==> config.mk <==
export PLATFORM = sky130hd
export DESIGN_NAME = nmea_gga_time_position_parser
export DESIGN_NICKNAME = d
export VERILOG_FILES = /design/src/hw/rtl/nggp_pkg.sv /design/src/hw/rtl/nggp_front.sv /design/src/hw/rtl/nggp_queue.sv /design/src/hw/rtl/nggp_back.sv /design/src/hw/rtl/nmea_gga_time_position_parser.sv
export VERILOG_INCLUDE_DIRS = /design/src /design/src/hw/rtl
export SDC_FILE = /design/constraint.sdc
export NUM_CORES = 2
export LEC_CHECK = 0
export ABC_AREA = 0
export BUFFER_PORTS_ARGS = -buffer_cell sky130_fd_sc_hd__clkbuf_2
export CORE_UTILIZATION = 51
export DETAILED_ROUTE_END_ITERATION = 12
export HOLD_SLACK_MARGIN = 0.02
export PLACE_DENSITY = 0.81
export RECOVER_POWER = 25
export SLEW_MARGIN = 10
export SYNTH_ARGS = -nofsm -noshare
export SYNTH_HDL_FRONTEND = slang
export SYNTH_SLANG_ARGS = --single-unit
==> constraint.sdc <==
create_clock -name clk_i -period 11.9 [get_ports clk_i]
set_input_delay 2.38 -clock clk_i [delete_from_list [all_inputs] [get_ports clk_i]]
set_output_delay 2.38 -clock clk_i [all_outputs]
set_load 0.02 [all_outputs]
==> src/hw/rtl/nmea_gga_time_position_parser_assert.svh <==
// Assertion macros for the GGA parser RTL.
// Concurrent checks are clocked on clk_i; the plain form is disabled while rst_ni is low.
`ifndef NMEA_GGA_TIME_POSITION_PARSER_ASSERT_SVH
`define NMEA_GGA_TIME_POSITION_PARSER_ASSERT_SVH
`ifndef SYNTH
`define NGGP_ASSERT(lbl, prop) \
  lbl: assert property (@(posedge clk_i) disable iff (!rst_ni) prop) \
    else $error("nggp assertion failed");
`define NGGP_ASSERT_ALWAYS(lbl, prop) \
  lbl: assert property (@(posedge clk_i) prop) else $error("nggp assertion failed");
`else
`define NGGP_ASSERT(lbl, prop)
`define NGGP_ASSERT_ALWAYS(lbl, prop)
`endif
`endif

==> src/hw/rtl/nggp_pkg.sv <==
// Shared types, character codes and helper functions of the GGA parser.
// No dependencies; used by every module of the block.
package nggp_pkg;

  localparam logic [7:0] CH_COMMA  = 8'h2C;
  localparam logic [7:0] CH_DOLLAR = 8'h24;
  localparam logic [7:0] CH_POINT  = 8'h2E;
  localparam logic [7:0] CH_ZERO   = 8'h30;
  localparam logic [7:0] CH_NINE   = 8'h39;

  localparam logic [3:0] TIME_CHARS = 4'd6;
  localparam logic [3:0] COUNT_MAX  = 4'd15;
  localparam int QUEUE_DEPTH = 2;
  localparam int NUM_W       = 32;
  localparam int POW_W       = 20;
  localparam int HMS_W       = 7;

  typedef enum logic [2:0] {
    CLS_OTHER,
    CLS_DIGIT,
    CLS_POINT,
    CLS_COMMA,
    CLS_DOLLAR
  } cls_e;

  typedef struct packed {
    cls_e       cls;
    logic [3:0] digit;
    logic       last;
  } op_t;

  typedef struct packed {
    logic             err;
    logic [NUM_W-1:0] lon;
    logic [NUM_W-1:0] lat;
    logic [HMS_W-1:0] second;
    logic [HMS_W-1:0] minute;
    logic [HMS_W-1:0] hour;
  } res_t;

  // Powers of ten for the fraction scaling, up to six digits.
  function automatic logic [POW_W-1:0] pow10(input logic [2:0] k);
    logic [POW_W-1:0] p;
    case (k)
      3'd0:    p = 20'd1;
      3'd1:    p = 20'd10;
      3'd2:    p = 20'd100;
      3'd3:    p = 20'd1000;
      3'd4:    p = 20'd10000;
      3'd5:    p = 20'd100000;
      3'd6:    p = 20'd1000000;
      default: p = 20'd0;
    endcase
    return p;
  endfunction

endpackage

==> src/hw/rtl/nggp_front.sv <==
// Front end of the GGA parser: takes character transfers and classifies them.
// Depends on nggp_pkg; feeds nggp_queue.
module nggp_front (
  input  logic          s_valid_i,
  output logic          s_ready_o,
  input  logic [7:0]    char_i,
  input  logic          last_i,
  input  logic          q_full_i,
  output logic          push_o,
  output nggp_pkg::op_t op_o
);
  import nggp_pkg::*;

  logic [7:0] diff;

  assign s_ready_o = !q_full_i;
  assign push_o    = s_valid_i && !q_full_i;
  assign diff      = char_i - CH_ZERO;

  always_comb begin
    op_o.last  = last_i;
    op_o.digit = diff[3:0];
    if (char_i inside {[CH_ZERO:CH_NINE]}) begin
      op_o.cls = CLS_DIGIT;
    end else if (char_i == CH_POINT) begin
      op_o.cls = CLS_POINT;
    end else if (char_i == CH_COMMA) begin
      op_o.cls = CLS_COMMA;
    end else if (char_i == CH_DOLLAR) begin
      op_o.cls = CLS_DOLLAR;
    end else begin
      op_o.cls = CLS_OTHER;
    end
  end

endmodule

==> src/hw/rtl/nggp_queue.sv <==
// Short queue of classified characters between front and back end.
// Depends on nggp_pkg for the entry type and depth.
module nggp_queue (
  input  logic          clk_i,
  input  logic          rst_ni,
  input  logic          push_i,
  input  nggp_pkg::op_t op_i,
  output logic          full_o,
  input  logic          pop_i,
  output logic          valid_o,
  output nggp_pkg::op_t op_o
);
  import nggp_pkg::*;

  localparam int PTR_W = (QUEUE_DEPTH > 1) ? $clog2(QUEUE_DEPTH) : 1;
  localparam int CNT_W = $clog2(QUEUE_DEPTH + 1);
  localparam logic [CNT_W-1:0] DEPTH_C = CNT_W'(QUEUE_DEPTH);

  op_t              mem_q [QUEUE_DEPTH];
  logic [PTR_W-1:0] wr_ptr_q, wr_ptr_d, rd_ptr_q, rd_ptr_d;
  logic [CNT_W-1:0] cnt_q, cnt_d;
  logic             do_push, do_pop;

  assign full_o  = (cnt_q == DEPTH_C);
  assign valid_o = (cnt_q != '0);
  assign op_o    = mem_q[rd_ptr_q];
  assign do_push = push_i && !full_o;
  assign do_pop  = pop_i && valid_o;

  always_comb begin
    wr_ptr_d = wr_ptr_q;
    rd_ptr_d = rd_ptr_q;
    cnt_d    = cnt_q;
    if (do_push) begin
      wr_ptr_d = (wr_ptr_q == PTR_W'(QUEUE_DEPTH - 1)) ? '0 : wr_ptr_q + 1'b1;
    end
    if (do_pop) begin
      rd_ptr_d = (rd_ptr_q == PTR_W'(QUEUE_DEPTH - 1)) ? '0 : rd_ptr_q + 1'b1;
    end
    if (do_push && !do_pop) begin
      cnt_d = cnt_q + 1'b1;
    end else if (do_pop && !do_push) begin
      cnt_d = cnt_q - 1'b1;
    end
  end

  always_ff @(posedge clk_i or negedge rst_ni) begin
    if (!rst_ni) begin
      wr_ptr_q <= '0;
      rd_ptr_q <= '0;
      cnt_q    <= '0;
    end else begin
      wr_ptr_q <= wr_ptr_d;
      rd_ptr_q <= rd_ptr_d;
      cnt_q    <= cnt_d;
    end
  end

  always_ff @(posedge clk_i) begin
    if (do_push) begin
      mem_q[wr_ptr_q] <= op_i;
    end
  end

endmodule

==> src/hw/rtl/nggp_back.sv <==
// Back end of the GGA parser: sentence state, field accumulators and result register.
// Depends on nggp_pkg and the assertion macro header.
`include "nmea_gga_time_position_parser_assert.svh"

module nggp_back #(
  parameter int FRAC_DIGITS = 4,
  parameter int FIELD_CHARS = 9
) (
  input  logic           clk_i,
  input  logic           rst_ni,
  input  logic           q_valid_i,
  input  nggp_pkg::op_t  op_i,
  output logic           pop_o,
  output logic           m_valid_o,
  input  logic           m_ready_i,
  output nggp_pkg::res_t res_o
);
  import nggp_pkg::*;

  localparam logic [2:0] FRAC_LIM = 3'(FRAC_DIGITS);
  localparam logic [3:0] FLD_LIM  = 4'(FIELD_CHARS);

  logic             first_q, first_d, valid_q, valid_d;
  logic [3:0]       cc_q, cc_d, fcc_q, fcc_d;
  logic [NUM_W-1:0] acc_q, acc_d, lat_q, lat_d, lon_q, lon_d;
  logic             pt_q, pt_d, bad_q, bad_d;
  logic [2:0]       frac_q, frac_d;
  logic [3:0]       dig_q [6];
  logic [3:0]       dig_d [6];
  logic             out_valid_q, out_valid_d;
  res_t             res_q, res_d;

  logic             go, emit, sentence_now, out_free, is_comma;
  logic [NUM_W+3:0] acc10;
  logic [NUM_W-1:0] acc_next;
  logic [NUM_W-1:0] num_acc;
  logic [2:0]       num_frac;
  logic             num_pt;
  logic [3:0]       num_fcc;
  logic [NUM_W-1:0] fin_acc, fin, fin_end;
  logic [2:0]       fin_frac;
  logic [NUM_W+POW_W-1:0] prod;
  logic [HMS_W-1:0] hh, mm, ss;
  logic             err;

  assign is_comma     = (op_i.cls == CLS_COMMA);
  assign sentence_now = first_q ? (op_i.cls == CLS_DOLLAR) : valid_q;
  assign emit         = op_i.last && sentence_now;
  assign out_free     = !out_valid_q || m_ready_i;
  assign go           = q_valid_i && (!emit || out_free);
  assign pop_o        = go;

  // Decimal shift-in of one digit, saturating at the word limit.
  assign acc10    = ({4'b0, acc_q} << 3) + ({4'b0, acc_q} << 1) + (NUM_W+4)'(op_i.digit);
  assign acc_next = (acc10[NUM_W+3:NUM_W] != '0) ? '1 : acc10[NUM_W-1:0];

  // Number field state after this character, when the open field is a position field.
  always_comb begin
    num_acc  = acc_q;
    num_frac = frac_q;
    num_pt   = pt_q;
    num_fcc  = fcc_q;
    if (fcc_q < FLD_LIM) begin
      if (op_i.cls == CLS_DIGIT) begin
        if (!pt_q || frac_q < FRAC_LIM) begin
          num_acc = acc_next;
          if (pt_q) begin
            num_frac = frac_q + 1'b1;
          end
        end
        num_fcc = fcc_q + 1'b1;
      end else if (op_i.cls == CLS_POINT && !pt_q) begin
        num_pt  = 1'b1;
        num_fcc = fcc_q + 1'b1;
      end else begin
        num_fcc = COUNT_MAX;
      end
    end
  end

  // Closing scale: at a comma the field being closed is the stored one, otherwise it is the
  // field after this character. A comma that is also the last character closes an empty field.
  assign fin_acc  = is_comma ? acc_q  : num_acc;
  assign fin_frac = is_comma ? frac_q : num_frac;
  assign prod     = fin_acc * pow10(FRAC_LIM - fin_frac);
  assign fin      = (prod[NUM_W+POW_W-1:NUM_W] != '0) ? '1 : prod[NUM_W-1:0];
  assign fin_end  = is_comma ? '0 : fin;

  always_comb begin
    first_d = first_q;
    valid_d = valid_q;
    cc_d    = cc_q;
    fcc_d   = fcc_q;
    acc_d   = acc_q;
    pt_d    = pt_q;
    frac_d  = frac_q;
    bad_d   = bad_q;
    lat_d   = lat_q;
    lon_d   = lon_q;
    dig_d   = dig_q;
    if (go) begin
      if (first_q) begin
        first_d = 1'b0;
        valid_d = (op_i.cls == CLS_DOLLAR);
        if (op_i.cls == CLS_DOLLAR) begin
          lat_d = '0;
          lon_d = '0;
        end
      end else if (valid_q) begin
        if (is_comma) begin
          if (cc_q == 4'd1 && fcc_q < TIME_CHARS) begin
            bad_d = 1'b1;
          end else if (cc_q == 4'd2) begin
            lat_d = fin;
          end else if (cc_q == 4'd4) begin
            lon_d = fin;
          end
          if (cc_q != COUNT_MAX) begin
            cc_d = cc_q + 1'b1;
          end
          fcc_d  = '0;
          acc_d  = '0;
          pt_d   = 1'b0;
          frac_d = '0;
        end else if (cc_q == 4'd1) begin
          if (fcc_q < TIME_CHARS) begin
            if (op_i.cls == CLS_DIGIT) begin
              dig_d[fcc_q[2:0]] = op_i.digit;
            end else begin
              bad_d = 1'b1;
            end
          end
          if (fcc_q != COUNT_MAX) begin
            fcc_d = fcc_q + 1'b1;
          end
        end else if (cc_q == 4'd2 || cc_q == 4'd4) begin
          acc_d  = num_acc;
          frac_d = num_frac;
          pt_d   = num_pt;
          fcc_d  = num_fcc;
        end
      end
      // End of sentence: close the open field, then the per-sentence state starts over.
      if (op_i.last) begin
        if (sentence_now) begin
          if (cc_d == 4'd1 && fcc_d < TIME_CHARS) begin
            bad_d = 1'b1;
          end else if (cc_d == 4'd2) begin
            lat_d = fin_end;
          end else if (cc_d == 4'd4) begin
            lon_d = fin_end;
          end
        end
      end
    end
  end

  assign err = bad_d || (cc_d == '0);
  assign hh  = ({3'b0, dig_d[0]} << 3) + ({3'b0, dig_d[0]} << 1) + {3'b0, dig_d[1]};
  assign mm  = ({3'b0, dig_d[2]} << 3) + ({3'b0, dig_d[2]} << 1) + {3'b0, dig_d[3]};
  assign ss  = ({3'b0, dig_d[4]} << 3) + ({3'b0, dig_d[4]} << 1) + {3'b0, dig_d[5]};

  always_comb begin
    res_d       = res_q;
    out_valid_d = out_valid_q;
    if (go && emit) begin
      out_valid_d  = 1'b1;
      res_d.err    = err;
      res_d.hour   = err ? '0 : hh;
      res_d.minute = err ? '0 : mm;
      res_d.second = err ? '0 : ss;
      res_d.lat    = lat_d;
      res_d.lon    = lon_d;
    end else if (m_ready_i) begin
      out_valid_d = 1'b0;
    end
  end

  assign m_valid_o = out_valid_q;
  assign res_o     = res_q;

  always_ff @(posedge clk_i or negedge rst_ni) begin
    if (!rst_ni) begin
      first_q     <= 1'b1;
      valid_q     <= 1'b0;
      cc_q        <= '0;
      fcc_q       <= '0;
      acc_q       <= '0;
      pt_q        <= 1'b0;
      frac_q      <= '0;
      bad_q       <= 1'b0;
      lat_q       <= '0;
      lon_q       <= '0;
      out_valid_q <= 1'b0;
    end else begin
      out_valid_q <= out_valid_d;
      lat_q       <= lat_d;
      lon_q       <= lon_d;
      if (go && op_i.last) begin
        first_q <= 1'b1;
        valid_q <= 1'b0;
        cc_q    <= '0;
        fcc_q   <= '0;
        acc_q   <= '0;
        pt_q    <= 1'b0;
        frac_q  <= '0;
        bad_q   <= 1'b0;
      end else begin
        first_q <= first_d;
        valid_q <= valid_d;
        cc_q    <= cc_d;
        fcc_q   <= fcc_d;
        acc_q   <= acc_d;
        pt_q    <= pt_d;
        frac_q  <= frac_d;
        bad_q   <= bad_d;
      end
    end
  end

  always_ff @(posedge clk_i) begin
    dig_q <= dig_d;
    res_q <= res_d;
  end

  `NGGP_ASSERT(a_last_rearms, (go && op_i.last) |=> first_q)
  `NGGP_ASSERT(a_dollar_clears_kept,
    (go && first_q && op_i.cls == CLS_DOLLAR) |=> (lat_q == '0 && lon_q == '0))
  `NGGP_ASSERT_ALWAYS(a_idle_no_commas, !valid_q |-> (cc_q == '0))

endmodule

==> src/hw/rtl/nmea_gga_time_position_parser.sv <==
// Top level of the NMEA GGA time and position parser.
// Depends on nggp_pkg, nggp_front, nggp_queue and nggp_back.
//
// The parser takes one sentence character per transfer on the slave stream, with tlast on
// the last character of a sentence. A sentence is parsed only when its first character is
// '$'. Commas split it into fields: the first six characters after comma one are the UTC
// time digits, the field after comma two is the latitude and the field after comma four is
// the longitude, each read as an unsigned decimal number with an optional point and scaled
// by 10^FRAC_DIGITS (extra fraction digits are truncated, values saturate at the 32-bit
// maximum, only the first FIELD_CHARS characters of a field count, and a stray character
// ends the number). At the last character of a valid sentence one transfer leaves on the
// master stream with the time, both positions and a time-format flag in tuser; when that
// flag is set the time fields read zero. Invalid sentences produce nothing. The block
// sustains one character per clock cycle: a combinational classifier feeds a two-entry
// queue, and the back end retires one queued character per cycle with its running
// accumulators. A result goes through the queue and the output register before it becomes
// valid on the master side. Only a character that closes a sentence waits on the output
// register, so a stalled master side holds up the input only once the queue has filled.
module nmea_gga_time_position_parser #(
  parameter int FRAC_DIGITS = 4,
  parameter int FIELD_CHARS = 9
) (
  input  logic        clk_i,
  input  logic        rst_ni,
  input  logic        s_axis_tvalid_i,
  output logic        s_axis_tready_o,
  input  logic [7:0]  s_axis_tdata_i,  // [7:0] char_in
  input  logic        s_axis_tlast_i,  // end_of_sentence
  output logic        m_axis_tvalid_o,
  input  logic        m_axis_tready_i,
  // [6:0] hour_out, [13:7] minute_out, [20:14] second_out, [52:21] latitude_fixed,
  // [84:53] longitude_fixed, [87:85] zero
  output logic [87:0] m_axis_tdata_o,
  output logic        m_axis_tuser_o   // [0] time_format_error
);
  import nggp_pkg::*;

  op_t  push_op, pop_op;
  logic push, q_full, q_valid, pop;
  res_t res;

  // Classification of each incoming character.
  nggp_front u_front (
    .s_valid_i (s_axis_tvalid_i),
    .s_ready_o (s_axis_tready_o),
    .char_i    (s_axis_tdata_i),
    .last_i    (s_axis_tlast_i),
    .q_full_i  (q_full),
    .push_o    (push),
    .op_o      (push_op)
  );

  // Decoupling queue between classifier and parser state.
  nggp_queue u_queue (
    .clk_i   (clk_i),
    .rst_ni  (rst_ni),
    .push_i  (push),
    .op_i    (push_op),
    .full_o  (q_full),
    .pop_i   (pop),
    .valid_o (q_valid),
    .op_o    (pop_op)
  );

  // Sentence parsing and the result register.
  nggp_back #(
    .FRAC_DIGITS (FRAC_DIGITS),
    .FIELD_CHARS (FIELD_CHARS)
  ) u_back (
    .clk_i     (clk_i),
    .rst_ni    (rst_ni),
    .q_valid_i (q_valid),
    .op_i      (pop_op),
    .pop_o     (pop),
    .m_valid_o (m_axis_tvalid_o),
    .m_ready_i (m_axis_tready_i),
    .res_o     (res)
  );

  assign m_axis_tdata_o = {3'b000, res.lon, res.lat, res.second, res.minute, res.hour};
  assign m_axis_tuser_o = res.err;

endmodule
==> flow_summary.yaml <==
status:
  outcome: "finished with violations"
  failed_checks: "max-capacitance violations, max-slew violations"
floorplanning:
  dieArea_sq_um: 65000
  fp.dieW_um: 255
  io_pins: 104
  core-area_sq_um: 63200
  start_util_pct: 51.7
  rows: 92
  dieHeight_um: 255
timing:
  fin_worst_skew_ns: 0.0422
  finalHoldViolCount: 0
  fin_crit_ns: 11.61
  finalSetupViolCount: 0
  slew_headroom_pct: -139
  worst_hold_slack_ns: 0.488
  drv_slew: 119
  period_share_pct: 97.5
  setup_ws_ns: 0.294
  max_freq_ghz: 0.0862
  tns_ns: 0
  worst_pin_slew_ns: 3.58
global_route:
  grt_pass1_wl_um: 147000
  grt_use_met1_pct: 39.0
  grt_pass1_vias: 27200
  busiest_layer: "met2"
  grt_max_degree: 87
  met3_usage_pct: 4.83
  grt_use_met2_pct: 46.7
  grtUsageTotal_pct: 29.1
  antenna_found_initial: 1
  grt_overflow: 0
drt:
  vias_per_cell: 5.81
  wire_per_inst_um: 20.0
  drc: 0
  detail-route-antenna-nets: 0
  drt_first_pass_iters: 6
  wl_um: 93800
  first_iter_violations: 2776
  vias: 27200
placed_design:
  pre_cts_ws_ns: 0.0296
  placement.io_buffers: 100
  dp_hpwl_um: 74900
  gp_congestion: 1.01
synth:
  synth.distinct_cells: 90
  synth_warnings: 0
  yosys.area.top_type_share_pct: 28.9
  synth-seq-cells: 242
  syn-cell-area_sq_um: 32600
  ys_top_cells_by_area: "fa_1 (29%), ha_1 (11%), edfxtp_1 (9.4%)"
  syn_inst: 3662
  synth_edf_count: 102
  synth_top_area_cell: "fa_1"
  synthArstFlopShare_pct: 47.9
  avgSynthCellArea_sq_um: 8.91
  synthFlopType: "dfrtp_1"
  ys_seq_area_share_pct: 19.8
clock_network:
  tritoncts: "done"
  cts_max_level: 1
  cts_buffers: 26
  clockBufferDepth: 3
  clkTransAtPathRegs_ns: 0.06
  clock-sinks: 242
  clk_latency_ns: 0.58
  root_buffer: "clkbuf_16"
  cts_hold_buf: 0
setup_path:
  r2r-end: "u_back.res_o[72]$_DFFE_PP_"
  worstPathRequired_ns: 12.15
  reg2reg_from: "u_queue.rd_ptr_q$_DFFE_PN0P_"
  crit_path_end_kind: "register"
  reg2reg_depth: 42
  slowest_stage: "fa_2"
  worstSetupPathType: "reg -> reg"
  path_common_cell: "fa_1"
  reg2reg_slack_ns: 0.29
  critPathMaxFanout: 16
  critPathMaxStageDelay_ns: 0.58
  arrival_ns: 11.86
  start_kind: "register"
min_path:
  holdPathStages: 2
  min_from: "u_back.lat_q[26]$_DFF_PN0_"
  hold-path-endpoint: "u_back.lat_q[26]$_DFF_PN0_"
  hold_class: "reg -> reg"
layout:
  syn_to_final_growth_pct: 10.8
  fill_cells: 5269
  utilization_pct: 57.3
  layout.nets: 4594
  drive_gt1_share_pct: 10.9
flow_run:
  maxCapViolations: 2
cells in the mapped netlist, types with 7 or more instances:
library cell and count:
o21ai_0 174, nand3_1 36, nand2_1 451, nor3b_1 8, nor2b_1 15, nand2b_1 20, or2_2 10, a21boi_0 7
nor4_1 7, and2_1 61, o21a_1 25, nor2_1 386, xor2_1 31, inv_1 592, buf_4 7, fa_1 471
o21bai_1 12, and3_1 12, a211oi_1 16, a22o_1 24, nor3_1 51, a31o_2 23, dfrtp_1 115, mux2i_1 19
buf_1 8, mux2_2 7, xnor2_1 56, clkbuf_1 105, o31ai_1 27, a31oi_2 7, a31oi_1 32, or3_1 7
ha_1 291, o21ai_1 14, nand4_1 28, a21o_1 46, buf_2 29, o211ai_1 18, a21oi_1 192, edfxtp_1 102
dfxtp_1 24
sequential cells by signal, indices dropped and copies added, names as in the netlist, 2 cells and up:
signal and cells:
u_queue.cnt_q 2, u_back.fcc_q 4, u_back.dig_q 24, u_back.frac_q 3, u_queue.mem_q 16, u_back.cc_q 4
u_back.acc_q 32, u_back.res_o 86, u_back.lon_q 32, u_back.lat_q 32
layer usage:
layer | routed length [um] | up-vias
met5 | 0 | -
met4 | 4500 | 0
met3 | 8520 | 265
met2 | 42700 | 1413
met1 | 38100 | 13300
li1 | - | 12200
worst max-delay path, delay by kind of cell (launching register included):
kind / cells / cell delay, ns
compound gates: 12 / 3.02
fa+ha+maj: 10 / 4.42
buf+inv: 9 / 1.27
flops: 1 / 0.40
mux: 2 / 0.51
simple gates: 9 / 1.66
how the worst max path moves through the flow:
stage                                 start                    endpoint  slack, ns  depth (start not counted)
5_1_grt        u_queue.rd_ptr_q$_DFFE_PN0P_  u_back.res_o[49]$_DFFE_PP_      -0.19                         42
3_3_place_gp   u_queue.rd_ptr_q$_DFFE_PN0P_  u_back.res_o[43]$_DFFE_PP_       0.29                         44
3_5_place_dp   u_queue.rd_ptr_q$_DFFE_PN0P_  u_back.res_o[43]$_DFFE_PP_       0.03                         46
2_1_floorplan  u_queue.rd_ptr_q$_DFFE_PN0P_  u_back.res_o[52]$_DFFE_PP_       0.73                         46
6_report       u_queue.rd_ptr_q$_DFFE_PN0P_  u_back.res_o[72]$_DFFE_PP_       0.29                         42
4_1_cts        u_queue.rd_ptr_q$_DFFE_PN0P_  u_back.res_o[76]$_DFFE_PP_       0.04                         46
what timing repair did:
action | CTS | global route
gates resized for setup | 1 | 72
endpoints found under the setup margin | 4 | 128
cloned | 0 | 2
buffers inserted | 0 | 13
pin swaps | 0 | 10
final cells by class:
type	count	area [sq um]	area share, %
multi-input cells	2677	23700	65.5
flip-flops and latches	242	6450	17.8
inverters	593	2230	6.15
repair buffers	279	1880	5.20
well taps	846	1060	2.93
clock buffers	30	697	1.93
clock inverters	18	174	0.481
diodes	1	2.50	0.00692
cells by family (layout without fill, tap and decap cells):
group | count (synthesis) | in the layout | synth area share [%]
xor gates and xnor gates | 87 | 87 | 2.33
and+or+nand+nor | 1118 | 1118 | 14.9
other | 1 | 4 | 0.0115
muxes | 29 | 29 | 0.977
DFF | 242 | 242 | 19.8
buffers and inverters | 745 | 920 | 8.79
adders and majority gates | 762 | 762 | 40.0
AOI/OAI and AO/OA | 678 | 678 | 13.2
cells in the final DEF (no fill, tap or decap), types with 13 or more instances in the layout:
cell type | netlist | final
nor2b_1 | 15 | 13
clkbuf_1 | 105 | 22
mux2i_1 | 19 | 20
o21ai_0 | 174 | 166
a21o_1 | 46 | 45
a22o_1 | 24 | 24
dfxtp_1 | 24 | 24
fa_1 | 471 | 468
o211ai_1 | 18 | 18
xor2_1 | 31 | 31
a211oi_1 | 16 | 16
and2_1 | 61 | 60
nand2b_1 | 20 | 20
nor2_1 | 386 | 384
nor3_1 | 51 | 47
nand4_1 | 28 | 28
dfrtp_1 | 115 | 115
inv_1 | 592 | 592
a31oi_1 | 32 | 27
a21oi_1 | 192 | 186
nand2_1 | 451 | 449
xnor2_1 | 56 | 55
o21a_1 | 25 | 25
o31ai_1 | 27 | 21
buf_4 | 7 | 170
nand3_1 | 36 | 36
clkbuf_16 | 0 | 29
edfxtp_1 | 102 | 102
a31o_2 | 23 | 20
o21ai_1 | 14 | 19
clkbuf_2 | 2 | 81
ha_1 | 291 | 285
through the flow:
| stage | cell area (sq um) | cells |
|---|---|---|
| after global placement | 34800 | 4622 |
| after detailed placement | 34800 | 4622 |
| after global routing | 36200 | 4685 |
| final | 36200 | 4686 |
| after floorplan | 32700 | 3664 |
| after CTS | 35700 | 4670 |
Power is not shown: default switching activity piles up to over one toggle a cycle in this logic, so the estimate is an artifact.
